**src/hw/rtl/pmss_pkg.sv**
```systemverilog
// Shared types and constants of the priority message slot store.
// No dependencies; every other file of the block imports this package.
`timescale 1ns / 1ps

package pmss_pkg;

  localparam int unsigned DEF_SLOTS  = 16;
  localparam int unsigned DEF_QUEUES = 2;

  localparam int unsigned PRIO_W     = 32;
  localparam int unsigned CMD_W      = 2;
  localparam int unsigned QID_W      = 1;
  localparam int unsigned TSLOT_W    = 4;
  localparam int unsigned SLOT_OUT_W = 4;
  localparam int unsigned STATUS_W   = 3;
  localparam int unsigned OCC_W      = 5;

  // -1.0 in Q16.16 marks an empty slot
  localparam logic signed [PRIO_W-1:0] PRIO_EMPTY = 32'shFFFF_0000;

  typedef enum logic [CMD_W-1:0] {
    CMD_SAVE   = 2'd0,
    CMD_GET    = 2'd1,
    CMD_DELETE = 2'd2,
    CMD_NOP    = 2'd3
  } cmd_e;

  typedef enum logic [STATUS_W-1:0] {
    STAT_STORED   = 3'd0,
    STAT_REPLACED = 3'd1,
    STAT_REJECTED = 3'd2,
    STAT_FOUND    = 3'd3,
    STAT_EMPTYQ   = 3'd4,
    STAT_DELETED  = 3'd5
  } status_e;

  // Control of the shared scan comparator
  typedef struct packed {
    logic en;        // a read word is valid this cycle
    logic find_max;  // 1: keep highest, 0: keep lowest and stop at empty
  } scan_ctl_t;

endpackage

```
**src/hw/rtl/pmss_cmd_if.sv**
```systemverilog
// Command channel of the slot store: valid/ready plus one command word.
// Depends on pmss_pkg for field widths.
`timescale 1ns / 1ps

interface pmss_cmd_if;
  import pmss_pkg::*;

  logic                     valid;
  logic                     ready;
  logic [CMD_W-1:0]         cmd;
  logic [QID_W-1:0]         queue_id;
  logic signed [PRIO_W-1:0] new_priority;
  logic [TSLOT_W-1:0]       target_slot;

  modport source (output valid, cmd, queue_id, new_priority, target_slot, input ready);
  modport sink   (input valid, cmd, queue_id, new_priority, target_slot, output ready);

endinterface

```
**src/hw/rtl/pmss_rsp_if.sv**
```systemverilog
// Result channel of the slot store: valid/ready plus one result word.
// Depends on pmss_pkg for field widths.
`timescale 1ns / 1ps

interface pmss_rsp_if;
  import pmss_pkg::*;

  logic                  valid;
  logic                  ready;
  logic [SLOT_OUT_W-1:0] slot;
  logic [STATUS_W-1:0]   status;
  logic [OCC_W-1:0]      occupied;

  modport source (output valid, slot, status, occupied, input ready);
  modport sink   (input valid, slot, status, occupied, output ready);

endinterface

```
**src/hw/rtl/pmss_slot_mem.sv**
```systemverilog
// Priority table of all queues: one write port, one registered read port.
// Depends on pmss_pkg for the priority width.
`timescale 1ns / 1ps

module pmss_slot_mem #(
  parameter int unsigned DEPTH = 32,
  localparam int unsigned ADDR_W = (DEPTH > 1) ? $clog2(DEPTH) : 1
) (
  input  logic                             clk_i,
  input  logic                             we_i,
  input  logic [ADDR_W-1:0]                waddr_i,
  input  logic signed [pmss_pkg::PRIO_W-1:0] wdata_i,
  input  logic [ADDR_W-1:0]                raddr_i,
  output logic signed [pmss_pkg::PRIO_W-1:0] rdata_o
);
  import pmss_pkg::*;

  logic signed [PRIO_W-1:0] mem [DEPTH];
  logic signed [PRIO_W-1:0] rdata_q;

  always_ff @(posedge clk_i) begin
    if (we_i) begin
      mem[waddr_i] <= wdata_i;
    end
    rdata_q <= mem[raddr_i];
  end

  assign rdata_o = rdata_q;

endmodule

```
**src/hw/rtl/pmss_scan_unit.sv**
```systemverilog
// Shared compare unit: keeps the best priority and its slot over a scan.
// Depends on pmss_pkg for scan_ctl_t and the priority width.
`timescale 1ns / 1ps

module pmss_scan_unit #(
  parameter int unsigned SLOT_W = 4
) (
  input  logic                               clk_i,
  input  pmss_pkg::scan_ctl_t                ctl_i,
  input  logic [SLOT_W-1:0]                  idx_i,
  input  logic signed [pmss_pkg::PRIO_W-1:0] prio_i,
  output logic signed [pmss_pkg::PRIO_W-1:0] best_prio_o,
  output logic [SLOT_W-1:0]                  best_idx_o
);
  import pmss_pkg::*;

  logic signed [PRIO_W-1:0] best_q, best_d;
  logic [SLOT_W-1:0]        idx_q, idx_d;
  logic signed [PRIO_W-1:0] op_a, op_b;
  logic                     better;
  logic                     take;

  // one comparator: swap operands between min and max search
  assign op_a   = ctl_i.find_max ? best_q : prio_i;
  assign op_b   = ctl_i.find_max ? prio_i : best_q;
  assign better = op_a < op_b;

  always_comb begin
    // first slot always loads; a min search freezes once an empty slot is held
    take   = ctl_i.en && ((idx_i == '0) ||
                          (better && (ctl_i.find_max || !best_q[PRIO_W-1])));
    best_d = take ? prio_i : best_q;
    idx_d  = take ? idx_i : idx_q;
  end

  always_ff @(posedge clk_i) begin
    best_q <= best_d;
    idx_q  <= idx_d;
  end

  assign best_prio_o = best_q;
  assign best_idx_o  = idx_q;

endmodule

```
**src/hw/rtl/priority_message_slot_store.sv**
```systemverilog
// Priority message slot store: per-queue slot tables of Q16.16 priorities.
// Save and get on a valid queue scan one slot per cycle, then pass through S_LAST and S_RESULT.
// Delete and other commands go from accept straight to S_RESULT. One command in flight at a time;
// a new command is taken while the previous result waits in the output register.
// After reset a clearing pass marks every slot of every queue empty,
// and no command is taken until it ends. Counts reset to zero at once.
`timescale 1ns / 1ps

module priority_message_slot_store #(
  parameter int unsigned SLOTS  = pmss_pkg::DEF_SLOTS,
  parameter int unsigned QUEUES = pmss_pkg::DEF_QUEUES
) (
  input  logic              clk_i,
  input  logic              rst_ni,
  pmss_cmd_if.sink          req_i,
  pmss_rsp_if.source        rsp_o
);
  import pmss_pkg::*;

  localparam int unsigned DEPTH  = QUEUES * SLOTS;
  localparam int unsigned ADDR_W = (DEPTH > 1) ? $clog2(DEPTH) : 1;
  localparam int unsigned SLOT_W = (SLOTS > 1) ? $clog2(SLOTS) : 1;
  localparam int unsigned Q_W    = (QUEUES > 1) ? $clog2(QUEUES) : 1;
  localparam int unsigned CNT_W  = $clog2(SLOTS + 1);

  typedef enum logic [2:0] {
    S_CLEAR,
    S_IDLE,
    S_SCAN,
    S_LAST,
    S_RESULT
  } state_e;

  state_e                   state_q, state_d;
  logic [ADDR_W-1:0]        clr_idx_q, clr_idx_d;
  logic [SLOT_W-1:0]        issue_idx_q, issue_idx_d;
  logic [SLOT_W-1:0]        data_idx_q, data_idx_d;
  logic                     data_vld_q, data_vld_d;
  logic [CMD_W-1:0]         cmd_q, cmd_d;
  logic [Q_W-1:0]           qid_q, qid_d;
  logic                     q_ok_q, q_ok_d;
  logic signed [PRIO_W-1:0] prio_q, prio_d;
  logic [TSLOT_W-1:0]       target_q, target_d;
  logic [CNT_W-1:0]         occ_q [QUEUES];
  logic [CNT_W-1:0]         occ_d [QUEUES];
  logic                     rsp_valid_q, rsp_valid_d;
  logic [SLOT_OUT_W-1:0]    rsp_slot_q, rsp_slot_d;
  logic [STATUS_W-1:0]      rsp_status_q, rsp_status_d;
  logic [OCC_W-1:0]         rsp_occ_q, rsp_occ_d;

  logic                     mem_we;
  logic [ADDR_W-1:0]        mem_waddr;
  logic signed [PRIO_W-1:0] mem_wdata;
  logic [ADDR_W-1:0]        mem_raddr;
  logic signed [PRIO_W-1:0] mem_rdata;
  logic [ADDR_W-1:0]        base_addr;

  scan_ctl_t                scan_ctl;
  logic signed [PRIO_W-1:0] best_prio;
  logic [SLOT_W-1:0]        best_idx;

  logic [CNT_W-1:0]         cnt_cur;
  logic                     cmd_scans;
  logic                     issue_last;
  logic                     clr_last;

  assign base_addr  = ADDR_W'(qid_q) * ADDR_W'(SLOTS);
  assign mem_raddr  = base_addr + ADDR_W'(issue_idx_q);
  assign issue_last = issue_idx_q == SLOT_W'(SLOTS - 1);
  assign clr_last   = clr_idx_q == ADDR_W'(DEPTH - 1);
  assign cnt_cur    = q_ok_q ? occ_q[qid_q] : '0;
  assign cmd_scans  = (cmd_e'(req_i.cmd) == CMD_SAVE) || (cmd_e'(req_i.cmd) == CMD_GET);

  assign scan_ctl.en       = data_vld_q;
  assign scan_ctl.find_max = cmd_e'(cmd_q) == CMD_GET;

  pmss_slot_mem #(
    .DEPTH (DEPTH)
  ) u_mem (
    .clk_i   (clk_i),
    .we_i    (mem_we),
    .waddr_i (mem_waddr),
    .wdata_i (mem_wdata),
    .raddr_i (mem_raddr),
    .rdata_o (mem_rdata)
  );

  pmss_scan_unit #(
    .SLOT_W (SLOT_W)
  ) u_scan (
    .clk_i       (clk_i),
    .ctl_i       (scan_ctl),
    .idx_i       (data_idx_q),
    .prio_i      (mem_rdata),
    .best_prio_o (best_prio),
    .best_idx_o  (best_idx)
  );

  always_comb begin
    state_d      = state_q;
    clr_idx_d    = clr_idx_q;
    issue_idx_d  = issue_idx_q;
    cmd_d        = cmd_q;
    qid_d        = qid_q;
    q_ok_d       = q_ok_q;
    prio_d       = prio_q;
    target_d     = target_q;
    occ_d        = occ_q;
    rsp_slot_d   = rsp_slot_q;
    rsp_status_d = rsp_status_q;
    rsp_occ_d    = rsp_occ_q;
    rsp_valid_d  = rsp_valid_q && !rsp_o.ready;
    data_vld_d   = state_q == S_SCAN;
    data_idx_d   = issue_idx_q;
    mem_we       = 1'b0;
    mem_waddr    = clr_idx_q;
    mem_wdata    = PRIO_EMPTY;

    unique case (state_q)
      S_CLEAR: begin
        mem_we = 1'b1;
        if (clr_last) begin
          state_d = S_IDLE;
        end else begin
          clr_idx_d = clr_idx_q + 1'b1;
        end
      end
      S_IDLE: begin
        if (req_i.valid) begin
          cmd_d       = req_i.cmd;
          qid_d       = Q_W'(req_i.queue_id);
          q_ok_d      = int'(req_i.queue_id) < QUEUES;
          prio_d      = req_i.new_priority;
          target_d    = req_i.target_slot;
          issue_idx_d = '0;
          state_d     = ((int'(req_i.queue_id) < QUEUES) && cmd_scans) ? S_SCAN : S_RESULT;
        end
      end
      S_SCAN: begin
        if (issue_last) begin
          state_d = S_LAST;
        end else begin
          issue_idx_d = issue_idx_q + 1'b1;
        end
      end
      S_LAST: begin
        // last read word goes through the compare unit
        state_d = S_RESULT;
      end
      S_RESULT: begin
        if (!rsp_valid_q || rsp_o.ready) begin
          rsp_valid_d  = 1'b1;
          rsp_slot_d   = '0;
          rsp_status_d = STAT_REJECTED;
          rsp_occ_d    = OCC_W'(cnt_cur);
          state_d      = S_IDLE;
          if (q_ok_q) begin
            unique case (cmd_e'(cmd_q))
              CMD_SAVE: begin
                rsp_slot_d = SLOT_OUT_W'(best_idx);
                if (prio_q > best_prio) begin
                  mem_we    = 1'b1;
                  mem_waddr = base_addr + ADDR_W'(best_idx);
                  mem_wdata = prio_q;
                  if (best_prio[PRIO_W-1]) begin
                    rsp_status_d = STAT_STORED;
                    if (cnt_cur < CNT_W'(SLOTS)) begin
                      occ_d[qid_q] = cnt_cur + 1'b1;
                      rsp_occ_d    = OCC_W'(cnt_cur + 1'b1);
                    end
                  end else begin
                    rsp_status_d = STAT_REPLACED;
                  end
                end
              end
              CMD_GET: begin
                if (cnt_cur == '0) begin
                  rsp_status_d = STAT_EMPTYQ;
                end else begin
                  rsp_slot_d   = SLOT_OUT_W'(best_idx);
                  rsp_status_d = STAT_FOUND;
                end
              end
              CMD_DELETE: begin
                if (int'(target_q) < SLOTS) begin
                  mem_we       = 1'b1;
                  mem_waddr    = base_addr + ADDR_W'(SLOT_W'(target_q));
                  mem_wdata    = PRIO_EMPTY;
                  rsp_slot_d   = target_q;
                  rsp_status_d = STAT_DELETED;
                  if (cnt_cur != '0) begin
                    occ_d[qid_q] = cnt_cur - 1'b1;
                    rsp_occ_d    = OCC_W'(cnt_cur - 1'b1);
                  end
                end
              end
              CMD_NOP: begin
                rsp_status_d = STAT_REJECTED;
              end
            endcase
          end else begin
            rsp_occ_d = '0;
          end
        end
      end
      default: begin
        state_d = S_IDLE;
      end
    endcase
  end

  always_ff @(posedge clk_i or negedge rst_ni) begin
    if (!rst_ni) begin
      state_q      <= S_CLEAR;
      clr_idx_q    <= '0;
      issue_idx_q  <= '0;
      data_idx_q   <= '0;
      data_vld_q   <= 1'b0;
      cmd_q        <= '0;
      qid_q        <= '0;
      q_ok_q       <= 1'b0;
      prio_q       <= '0;
      target_q     <= '0;
      occ_q        <= '{default: '0};
      rsp_valid_q  <= 1'b0;
      rsp_slot_q   <= '0;
      rsp_status_q <= '0;
      rsp_occ_q    <= '0;
    end else begin
      state_q      <= state_d;
      clr_idx_q    <= clr_idx_d;
      issue_idx_q  <= issue_idx_d;
      data_idx_q   <= data_idx_d;
      data_vld_q   <= data_vld_d;
      cmd_q        <= cmd_d;
      qid_q        <= qid_d;
      q_ok_q       <= q_ok_d;
      prio_q       <= prio_d;
      target_q     <= target_d;
      occ_q        <= occ_d;
      rsp_valid_q  <= rsp_valid_d;
      rsp_slot_q   <= rsp_slot_d;
      rsp_status_q <= rsp_status_d;
      rsp_occ_q    <= rsp_occ_d;
    end
  end

  assign req_i.ready    = state_q == S_IDLE;
  assign rsp_o.valid    = rsp_valid_q;
  assign rsp_o.slot     = rsp_slot_q;
  assign rsp_o.status   = rsp_status_q;
  assign rsp_o.occupied = rsp_occ_q;

endmodule
```
**src/flat_wrapper.sv**
```systemverilog
// flat-port wrapper written by rule: the top's interface ports become plain ports
module priority_message_slot_store_flat import pmss_pkg::*;
#(
  parameter int unsigned SLOTS  = pmss_pkg::DEF_SLOTS,
  parameter int unsigned QUEUES = pmss_pkg::DEF_QUEUES
)
  (clk_i, rst_ni, req_i_valid, req_i_cmd, req_i_queue_id, req_i_new_priority, req_i_target_slot, req_i_ready, rsp_o_valid, rsp_o_slot, rsp_o_status, rsp_o_occupied, rsp_o_ready);
  pmss_cmd_if req_i_i ();
  pmss_rsp_if rsp_o_i ();
  input  logic clk_i;
  input  logic rst_ni;
  input wire logic [$bits(req_i_i.valid)-1:0] req_i_valid;
  input wire logic [$bits(req_i_i.cmd)-1:0] req_i_cmd;
  input wire logic [$bits(req_i_i.queue_id)-1:0] req_i_queue_id;
  input wire logic [$bits(req_i_i.new_priority)-1:0] req_i_new_priority;
  input wire logic [$bits(req_i_i.target_slot)-1:0] req_i_target_slot;
  output wire logic [$bits(req_i_i.ready)-1:0] req_i_ready;
  output wire logic [$bits(rsp_o_i.valid)-1:0] rsp_o_valid;
  output wire logic [$bits(rsp_o_i.slot)-1:0] rsp_o_slot;
  output wire logic [$bits(rsp_o_i.status)-1:0] rsp_o_status;
  output wire logic [$bits(rsp_o_i.occupied)-1:0] rsp_o_occupied;
  input wire logic [$bits(rsp_o_i.ready)-1:0] rsp_o_ready;
  assign req_i_i.valid = req_i_valid;
  assign req_i_i.cmd = req_i_cmd;
  assign req_i_i.queue_id = req_i_queue_id;
  assign req_i_i.new_priority = req_i_new_priority;
  assign req_i_i.target_slot = req_i_target_slot;
  assign req_i_ready = req_i_i.ready;
  assign rsp_o_valid = rsp_o_i.valid;
  assign rsp_o_slot = rsp_o_i.slot;
  assign rsp_o_status = rsp_o_i.status;
  assign rsp_o_occupied = rsp_o_i.occupied;
  assign rsp_o_i.ready = rsp_o_ready;
  priority_message_slot_store #(.SLOTS(SLOTS), .QUEUES(QUEUES)) u_core (.clk_i(clk_i), .rst_ni(rst_ni), .req_i(req_i_i), .rsp_o(rsp_o_i));
endmodule
```
**config.mk**
```make
export PLATFORM = sky130hd
export DESIGN_NAME = priority_message_slot_store_flat
export DESIGN_NICKNAME = d
export VERILOG_FILES = /design/src/hw/rtl/pmss_pkg.sv /design/src/hw/rtl/pmss_cmd_if.sv /design/src/hw/rtl/pmss_rsp_if.sv /design/src/hw/rtl/pmss_slot_mem.sv /design/src/hw/rtl/pmss_scan_unit.sv /design/src/hw/rtl/priority_message_slot_store.sv /design/src/flat_wrapper.sv
export SDC_FILE = /design/constraint.sdc
export NUM_CORES = 1
export LEC_CHECK = 0
export ABC_AREA = 1
export ABC_CLOCK_PERIOD_IN_PS = 9600
export BUFFER_PORTS_ARGS = -buffer_cell sky130_fd_sc_hd__buf_4
export CAP_MARGIN = 20
export CORE_ASPECT_RATIO = 1.4
export CORE_UTILIZATION = 45
export CTS_CLUSTER_DIAMETER = 150
export CTS_CLUSTER_SIZE = 30
export DETAILED_ROUTE_END_ITERATION = 10
export HOLD_SLACK_MARGIN = 0.02
export SYNTH_ARGS = -nofsm -noshare
export SYNTH_HDL_FRONTEND = slang
export SYNTH_HIERARCHICAL = 1
export SYNTH_SLANG_ARGS = --single-unit
```
**constraint.sdc**
```tcl
create_clock -name clk_i -period 9.6 [get_ports clk_i]
set_input_delay 1.92 -clock clk_i [delete_from_list [all_inputs] [get_ports clk_i]]
set_output_delay 1.92 -clock clk_i [all_outputs]
set_load 0.1 [all_outputs]
```
Word-level counts from Yosys, hierarchy flattened
Memories as Yosys holds them, arrays and structs flattened. A register that Yosys moved wholly into a read port is not among the register bits.
Index checks and enable logic that the tools add are counted.
- magnitude comparators: 5
- equal/unequal tests: 19
- reduce and logical (&&, ||, !) cells: 25
- add/sub/neg operators: 7
- mux-type cells: 57
- bitwise logic cells: 2
- operator list (kind ; count):
    2-to-1 mux 32 bit ; 7
    2-to-1 mux 5 bit ; 14
    2-to-1 mux 10 bit ; 4
    greater-than comparator 32 bit ; 1
    less-than comparator 32 bit ; 1
    2-to-1 mux 3 bit ; 8
    bitwise mux 10 bit ; 2
    case mux 10 bit (2 select lines) ; 1
    case mux 5 bit (2 select lines) ; 2
    2-to-1 mux 4 bit ; 4
    adder 5 x 4 -> 5 bit ; 3
    case mux 3 bit (5 select lines) ; 1
    case mux 3 bit (4 select lines) ; 1
    case mux 4 bit (3 select lines) ; 1
    adder 5 x 1 -> 5 bit (second input constant) ; 2
    inequality test 2 x 1 -> 1 bit (second input constant) ; 5
    2-to-1 mux 1 bit ; 8
    inequality test 2 bit (second input constant) ; 4
    case mux 4 bit (2 select lines) ; 1
    AND reduction 8 bit ; 1
    equality test 3 x 2 -> 1 bit (second input constant) ; 2
    AND reduction 2 bit ; 3
    demux 5 bit (select 1 bit) ; 1
    equality test 5 bit (second input constant) ; 1
    other kinds (24) ; 37
- output and inout bits: 14
- RAM bits: 1024
- flip-flop bits (word level): 116
- input bits: 43
- logic and storage cells: 134
- memories: 1
- memory list (name ; depth ; bits a word ; read ports ; clocked after memory_dff ; wr ports ; line ; source):
    u_core.u_mem.mem ; 32 ; 32 ; 1 ; 1 ; 1 ; pmss_slot_mem.sv:18 ; logic signed [PRIO_W-1:0] mem [DEPTH];

Depth between registers and ports, before layout
Gate-level depths: netlist of the first run.
- depth in word-level cells: 11
- gate-level depth with buffers: 24
- mapped depth without buffers: 23

Hierarchy
Netlist of the first run, hierarchy kept.
- modules (own cells, without submodules) (module ; cells an instance ; sequential area each (um^2) ; instances ; area an instance (um^2)):
    pmss_slot_mem ; 3536 ; 31390.1 ; 1 ; 42405.7
    priority_message_slot_store ; 707 ; 2001.9 ; 1 ; 5139.9
    pmss_scan_unit ; 311 ; 1081.0 ; 1 ; 2521.2

Worst setup path after synthesis of the first run
OpenSTA, ideal clock, no wires.
- path type: input port to flip-flop
- start point: input rsp_o_ready
- end point: memory u_core.u_mem.mem[28][0], enable pin
- arrival time: 4.669 ns
- path slack: 4.510 ns
- stages: 11
- data required time: 9.179 ns
- buffers on the path: 1
- library setup time: 0.421 ns
- cells stage by stage: inv_1 nand2_1 nand2_2 nor2_2 inv_1 nor2_4 inv_2 clkbuf_1 o21bai_1 nand3_1 nor2_1
- elaborated cells on any way between the ends: 7
- those cells by class: 6 x mux; 1 x reduce/logical
- RTL lines (item ; line ; source):
    start: declaration ; flat_wrapper.sv:22 ; input wire logic [$bits(rsp_o_i.ready)-1:0] rsp_o_ready;
    logical OR 1 bit ; priority_message_slot_store.sv:151 ; if (!rsp_valid_q || rsp_o.ready) begin
    2-to-1 mux 5 bit ; priority_message_slot_store.sv:151 ;
    2-to-1 mux 5 bit ; priority_message_slot_store.sv:119 ; unique case (state_q)
    net u_core.mem_waddr[4] ; priority_message_slot_store.sv:52 ; logic [ADDR_W-1:0] mem_waddr;
    end: declaration ; pmss_slot_mem.sv:18 ;
The timed path passes the listed nets, and every way through them passes these cells.

Worst setup path in the final report of the first run
- start point: register u_core.u_scan.best_q[31], in the netlist u_core/u_scan/best_prio_o[31]
- end point: memory u_core.u_mem.mem[11][9], enable pin
- cells in the longest elaborated chain, start to end: 8
- elaborated cells on any way between the ends: 13
- those cells by class: 1 x order compare; 12 x mux
- RTL lines (item ; line ; source):
    start: declaration ; pmss_scan_unit.sv:17 ; logic signed [PRIO_W-1:0] best_q, best_d;
    start signal: assignment ; pmss_scan_unit.sv:37 ; best_q <= best_d;
    greater-than comparator 32 bit ; priority_message_slot_store.sv:161 ; if (prio_q > best_prio) begin
    2-to-1 mux 1 bit ; priority_message_slot_store.sv:161 ;
    case mux 1 bit (2 select lines) ; priority_message_slot_store.sv:158 ; unique case (cmd_e'(cmd_q))
    2-to-1 mux 1 bit ; priority_message_slot_store.sv:157 ; if (q_ok_q) begin
    2-to-1 mux 1 bit ; priority_message_slot_store.sv:151 ;
    case mux 1 bit (2 select lines) ; priority_message_slot_store.sv:119 ;
    net u_core.mem_we ; priority_message_slot_store.sv:51 ; logic mem_we;
    2-to-1 mux 1 bit ; pmss_slot_mem.sv:22 ; if (we_i) begin
    2-to-1 mux 1 bit (not written as such) ; pmss_slot_mem.sv:23 ; mem[waddr_i] <= wdata_i;
The timed path passes the listed nets, and every way through them passes these cells.

==> out/results.ini, run 1 <==
[synth]
yosysUniqueCellTypes=49
synth-seq-cells=1172
synthesis.area_mm2=0.0501
synth_ff_type=edfxtp_1
ys.warnings.count=6
synth_area_per_cell_um2=11.0
synth-seq-area-share_pct=68.9
synthCells=4554
syn-num-nets=4665
synth_edf_count=1060
async_reset_ff_share_pct=6.83

[final_layout]
syn_to_final_growth_pct=5.93
fillers=9967
diodes=0
drive_above_1_share_pct=6.01
fin_area_mm2=0.0530
nets=4586

[grt]
antenna_found_initial=3
grt_pass1_vias=31100
grt_overflow=0
grt_max_degree=185
grt_first_pass_wirelength_mm=192
grt_usage_pct=22.3

[clock_tree]
postCtsHoldBufs=0
htree_num_levels=2
post-cts-setup-buffer-count=0
cts_tree=done
cts.sinks=1172
ctsRootBufferMaster=clkbuf_16
cts-resized-gates=0
numCtsBuffers=45
cts.path.max_buffers=3
clock_latency_ns=0.66
clkTransAtPathRegs_ns=0.12

[floorplanning]
num_rows=144
die_h_um=397
core-area_mm2=0.110
ios=57
initial_core_util_pct=45.4
die_w_um=284
dieArea_mm2=0.113

[timing]
fmax_mhz=173
timing.hold.ws_ns=0.436
finalSetupViolations=0
tightest_slew_ns=1.15
slew_violations=0
finalSetupTns_ns=0
finalCriticalPeriod_ns=5.78
period_share_pct=60.2
fin_skew_ns=0.0465
rsz0062_at_grt=false
max_slew_margin_pct=23.1
hold_viol=0

[power]
total_power_w=0.0138
peakVddDrop_mv=0.245
power_density_mw_per_mm2=260
power.leakage_nw=19.9

[worst_setup_path]
reg2reg_to=u_core/u_mem/mem[11][9]
startpoint=u_core/u_scan/best_prio_o[31]
cp.required_ns=9.88
startpoint_type=flip-flop
worstPathArrival_ns=6.05
crit_end=u_core/u_mem/mem[11][9]
cp-end-kind=flip-flop
critPathKind=flip-flop to flip-flop
ff2ff_setup_slack_ns=3.82
r2r-start=u_core/u_scan/best_prio_o[31]
r2r_cells=12
crit_fanout=32

[detailed_routing]
drc=0
antenna_left=0
wl_mm=126
vias=32200
drt_first_pass_iters=8
first_iter_violations=3102
viasPerCell=5.40
wire_per_inst_um=21.2

[place]
io_buffers=56
place_area_mm2=0.0515
dp_hpwl_mm=74.7
finalWeightedCongestion=0.891

[min_path]
min_path_type=flip-flop to flip-flop

[status]
outcome=complete, no violations

[run]
drv_cap=0

==> stage by stage <==
step | util, % | instances | setup slack [ns]
5_1_grt | 48.1 | 5953 | 3.55
3_3_place_gp | 46.7 | 5875 | 3.74
2_1_floorplan | - | 4554 | 4.51
4_1_cts | 47.9 | 5943 | 3.84
6_report | 48.1 | 5953 | 3.82
3_5_place_dp | 46.7 | 5878 | 3.75
==> flip-flops by register name, indices dropped and copies added, names as in the netlist, 2 cells and up, named ones only <==
signal,count
u_core/u_scan/best_idx_o,4
u_core/u_mem/mem,1024
u_core/data_idx_d,4
u_core/u_mem/rdata_o,32
u_core/cmd_q,2
u_core/target_q,4
u_core/state_q,3
u_core/u_scan/best_prio_o,32
u_core/clr_idx_q,5
u_core/prio_q,32
u_core/data_idx_q,4
u_core/rsp_o.occupied,5
u_core/rsp_o.status,3
u_core/rsp_o.slot,4
u_core/occ_q,8
==> worst min-delay path by stage <==
stage	startpoint	slack [ns]	cells after the start	end
after floorplan	u_core/u_mem/rdata_o[10]	0.41	0	u_core/u_scan/best_prio_o[10]
final	u_core/u_mem/rdata_o[9]	0.44	0	u_core/u_scan/best_prio_o[9]
after global placement	u_core/u_mem/rdata_o[9]	0.41	0	u_core/u_scan/best_prio_o[9]
after CTS	u_core/u_mem/rdata_o[9]	0.44	0	u_core/u_scan/best_prio_o[9]
after detailed placement	u_core/u_mem/rdata_o[31]	0.42	0	u_core/u_scan/best_prio_o[31]
after global routing	u_core/u_mem/rdata_o[9]	0.46	0	u_core/u_scan/best_prio_o[9]
==> logic make-up after synthesis <==
logic type	synth area share, %
buffers and inverters	4.50
AND/OR/NAND/NOR	22.9
adder cells (fa/ha/maj)	1.70
flip-flops	68.9
AO/OA/AOI/OAI	1.95
XOR/XNOR	0.122
==> cell type report <==
class / instances / area (um^2) / area share (%)
sequential: 1172 / 34500 / 65.0
tap: 1460 / 1830 / 3.44
inverter: 144 / 573 / 1.08
timing repair buffer: 126 / 1200 / 2.26
clock inverter: 2 / 46.3 / 0.0873
multi-input combinational: 2986 / 13700 / 25.8
clock buffer: 63 / 1210 / 2.29
==> metal layers <==
| layer | vias up | routed length [um] | global-route usage (%) |
|---|---|---|---|
| li1 | 15300 | - | - |
| met1 | 15800 | 52000 | 29.1 |
| met2 | 894 | 64700 | 39.8 |
| met3 | 157 | 6600 | 1.95 |
| met4 | 2 | 3070 | 5.85 |
| met5 | - | 13 | 0 |
==> critical path: stages, from the launching register on <==
cell and delay, ns:
edfxtp_1 0.62, inv_1 0.15, ha_1 0.40, a21oi_1 0.18, o21a_1 0.13, nand2_1 0.06, a21oi_2 0.23, nand2_1 0.09
nand2_1 0.07, nand3_2 0.73, o211ai_1 0.76, nand3_1 0.78, nor2_4 1.17
==> synthesized netlist by cell type (3+ instances only) <==
library cell / instances / area (um^2)
o22ai_1: 3 / 18.8
o21ai_1: 20 / 100
nor2_1: 113 / 424
nor3_4: 3 / 48.8
dfxtp_1: 32 / 641
a211oi_1: 3 / 22.5
clkbuf_1: 41 / 154
nand3_1: 805 / 4030
nor2_2: 3 / 18.8
buf_2: 96 / 480
inv_2: 12 / 45.0
a21oi_1: 41 / 205
edfxtp_1: 1060 / 31800
inv_1: 130 / 488
xor2_1: 7 / 61.3
nor2_4: 3 / 33.8
o21ai_0: 91 / 455
nand2_2: 6 / 37.5
nor3_2: 3 / 30.0
buf_4: 25 / 188
nor3_1: 3 / 15.0
buf_6: 68 / 766
o21a_1: 3 / 22.5
nand4_1: 7 / 43.8
dfrtp_1: 80 / 2000
buf_8: 3 / 45.0
buf_1: 19 / 71.3
nand2_1: 1779 / 6680
ha_1: 68 / 851
==> report_power, final <==
| part | switching (W) | internal, W |
|---|---|---|
| registers | 0.000267 | 0.00619 |
| clock network | 0.00150 | 0.000904 |
| logic | 0.00363 | 0.00131 |
| total | 0.00539 | 0.00840 |
==> layout by cell type (no fill, tap or decap), drive strengths merged, types with 3 or more instances in the layout <==
cell type / netlist / final
a211oi: 3 / 3
a21oi: 42 / 42
buf: 211 / 126
clkbuf: 41 / 63
clkinv: 0 / 3
dfrtp: 80 / 80
dfxtp: 32 / 32
edfxtp: 1060 / 1060
ha: 68 / 68
inv: 144 / 143
nand2: 1785 / 1785
nand3: 809 / 809
nand4: 8 / 8
nor2: 119 / 119
nor3: 9 / 9
o21a: 3 / 3
o21ai: 113 / 113
o22ai: 3 / 3
xor2: 7 / 7
(Power assumes the default switching activity.)
==> inputs of run 2 (changes only) <==
ABC_CLOCK_PERIOD_IN_PS = 5000   (was 9600)
clock period = 5 ns   (was 9.6 ns; I/O delays follow)
==> run 2 against run 1 <==
Via count grew 1.3%. Die area unchanged. Critical path depth grew 2. Combinational power grew 95%. Design area increased by 0.96%. Critical path type unchanged. Register-to-register slack got worse by 3.0 ns. Largest power group unchanged. Global-route usage rose by 0.29 points. Core utilization rose by 0.46 points.
==> out/results.ini, run 2 (same netlist as run 1, synthesis figures left out) <==
[clock_tree]
htree_num_levels=2  ; unchanged
postCtsHoldBufs=0  ; unchanged
clock_latency_ns=0.66  ; about the same
cts-resized-gates=0  ; unchanged
numCtsBuffers=45  ; unchanged
ctsRootBufferMaster=clkbuf_16
post-cts-setup-buffer-count=0  ; unchanged
cts.sinks=1172  ; unchanged
cts.path.max_buffers=3  ; unchanged
clkTransAtPathRegs_ns=0.13  ; about the same
cts_tree=done

[final_layout]
final_common_cell=nand2_1
instances_no_fill=6009  ; +0.94%
layout_common_cells=1,779 x nand2_1, 1,060 x edfxtp_1, 805 x nand3_1
fillers=9885  ; -0.82%
regMostFlops=u_core/u_mem/mem
nets=4639  ; +1.2%
largest_register_ff_count=1024  ; unchanged
drive_above_1_share_pct=7.13  ; +1.1 points
syn_to_final_growth_pct=6.95

[timing]
tightest_slew_ns=1.06  ; -0.0858 ns
finalCriticalPeriod_ns=4.21  ; -1.56 ns
slew_violations=0  ; unchanged
timing.hold.ws_ns=0.353  ; -0.0837 ns
period_share_pct=84.3  ; +24 points
max_slew_margin_pct=28.9  ; +5.7 points
fmax_mhz=237  ; +37%
rsz0062_at_grt=false
hold_viol=0  ; unchanged
fin_skew_ns=0.0545  ; +0.00796 ns
finalSetupTns_ns=0  ; unchanged
finalSetupViolations=0  ; unchanged

[worst_setup_path]
max_stage_delay_ns=0.64  ; -0.53 ns
cp-end-kind=flip-flop
crit_path_top_delay_cell=nor2_4
startpoint_type=flip-flop
crit_fanout=62  ; +94%
cp_top_family=simple AND/OR/NAND/NOR gates
path_cells=inv_1 -> nor2_4 -> buf_12 -> o21ai_0 -> ha_1 -> nand2_1 -> o21ai_0 -> nand4_1 -> a21oi_1 -> nor2_1 -> nand3_1 -> nand3_1 -> a21oi_4 -> buf_12
worstPathArrival_ns=4.57  ; -1.48 ns
critPathKind=flip-flop to flip-flop
crit_buf_inv=3  ; +2
r2r-start=u_core/cmd_q[0]
cp.required_ns=5.36  ; -4.52 ns
startpoint=u_core/cmd_q[0]

[detailed_routing]
first_iter_violations=2682  ; -14%
drt_first_pass_iters=6  ; -2
wire_per_inst_um=21.4  ; +0.61%
antenna_left=0  ; unchanged
viasPerCell=5.42  ; +0.31%
wl_mm=128  ; +1.6%
vias=32600  ; +1.3%
drc=0  ; unchanged

[place]
dp_cells=5940  ; +1.1%
io_buffers=56  ; unchanged
finalWeightedCongestion=0.870  ; -2.4%
dp_hpwl_mm=76.9  ; +3.0%

[status]
outcome=complete, no violations

[floorplanning]
ios=57  ; unchanged
die_w_um=284  ; unchanged
dieArea_mm2=0.113  ; unchanged
initial_core_util_pct=45.4  ; unchanged
core-area_mm2=0.110  ; unchanged
num_rows=144  ; unchanged
die_h_um=397  ; unchanged

[grt]
grt_overflow=0  ; unchanged
grt_max_degree=165  ; -11%
grt_pass1_vias=31400  ; +0.78%
grt_usage_pct=22.6  ; +0.29 points
antenna_found_initial=2  ; -1
grt_first_pass_wirelength_mm=194  ; +0.91%

[power]
power.leakage_nw=20.2  ; +1.6%
power_density_mw_per_mm2=499  ; +92%
peakVddDrop_mv=0.296  ; +21%

[run]
drv_cap=0  ; unchanged

[min_path]
min_path_type=input pin to async pin

-- run 2: path summary, 6_finish.rpt --
path	cells past startpoint	end	slack, ns
worst min register to register	0	u_core/u_scan/best_prio_o[9]	0.43
worst max register to register	14	u_core/u_scan/best_prio_o[8]	0.79
min in group clk_i	0	u_core/u_scan/best_prio_o[9]	0.43
worst min-delay path	1	u_core/prio_q[10]	0.35
max in group asynchronous	2	u_core/qid_q	3.71
worst max-delay path	14	u_core/u_scan/best_prio_o[8]	0.79
-- run 2: metal layers --
layer  part of all wire [%]  vias to the layer above  wire length (um)  global-route usage, %
li1                       -                    15500                 -                      -
met1                     41                    16000             53200                   29.9
met2                     50                     1004             64500                   39.3
met3                    5.6                      155              7160                   2.16
met4                    2.7                        0              3510                   6.68
met5                      0                        -                 0                      0
-- run 2: where the power goes --
group | switching [W] | total (W) | internal [W]
clock network | 0.00287 | 0.00464 | 0.00177
logic | 0.00695 | 0.00965 | 0.00270
registers | 0.000572 | 0.0124 | 0.0119
-- run 2: per-stage QoR --
| stage | utilization, % | total power [W] | setup slack (ns) | area [um^2] |
|---|---|---|---|---|
| after floorplan | - | 0.0195 | 0.408 | 50100 |
| after global placement | 47.3 | 0.0221 | 0.782 | 52100 |
| after detailed placement | 47.4 | 0.0223 | 0.840 | 52200 |
| after CTS | 48.5 | 0.0269 | 0.816 | 53500 |
| after global routing | 48.6 | 0.0283 | 0.515 | 53500 |
| final | 48.6 | 0.0267 | 0.786 | 53500 |
-- run 2: layout make-up --
class / instances / area, um^2 / area share [%]
clock buffer: 64 / 1240 / 2.32
multi-input combinational: 2986 / 13600 / 25.5
antenna: 2 / 5.00 / 0.00935
clock inverter: 2 / 38.8 / 0.0724
inverter: 144 / 573 / 1.07
timing repair buffer: 179 / 1730 / 3.23
tap: 1460 / 1830 / 3.41
sequential: 1172 / 34500 / 64.4
-- run 2: worst register-to-register path: stages (launching register included) --
cell and delay [ns]:
dfrtp_1 0.51, inv_1 0.20, nor2_4 0.64, buf_12 0.31, o21ai_0 0.16, ha_1 0.31, nand2_1 0.09, o21ai_0 0.32
nand4_1 0.14, a21oi_1 0.18, nor2_1 0.08, nand3_1 0.09, nand3_1 0.14, a21oi_4 0.47, buf_12 0.26
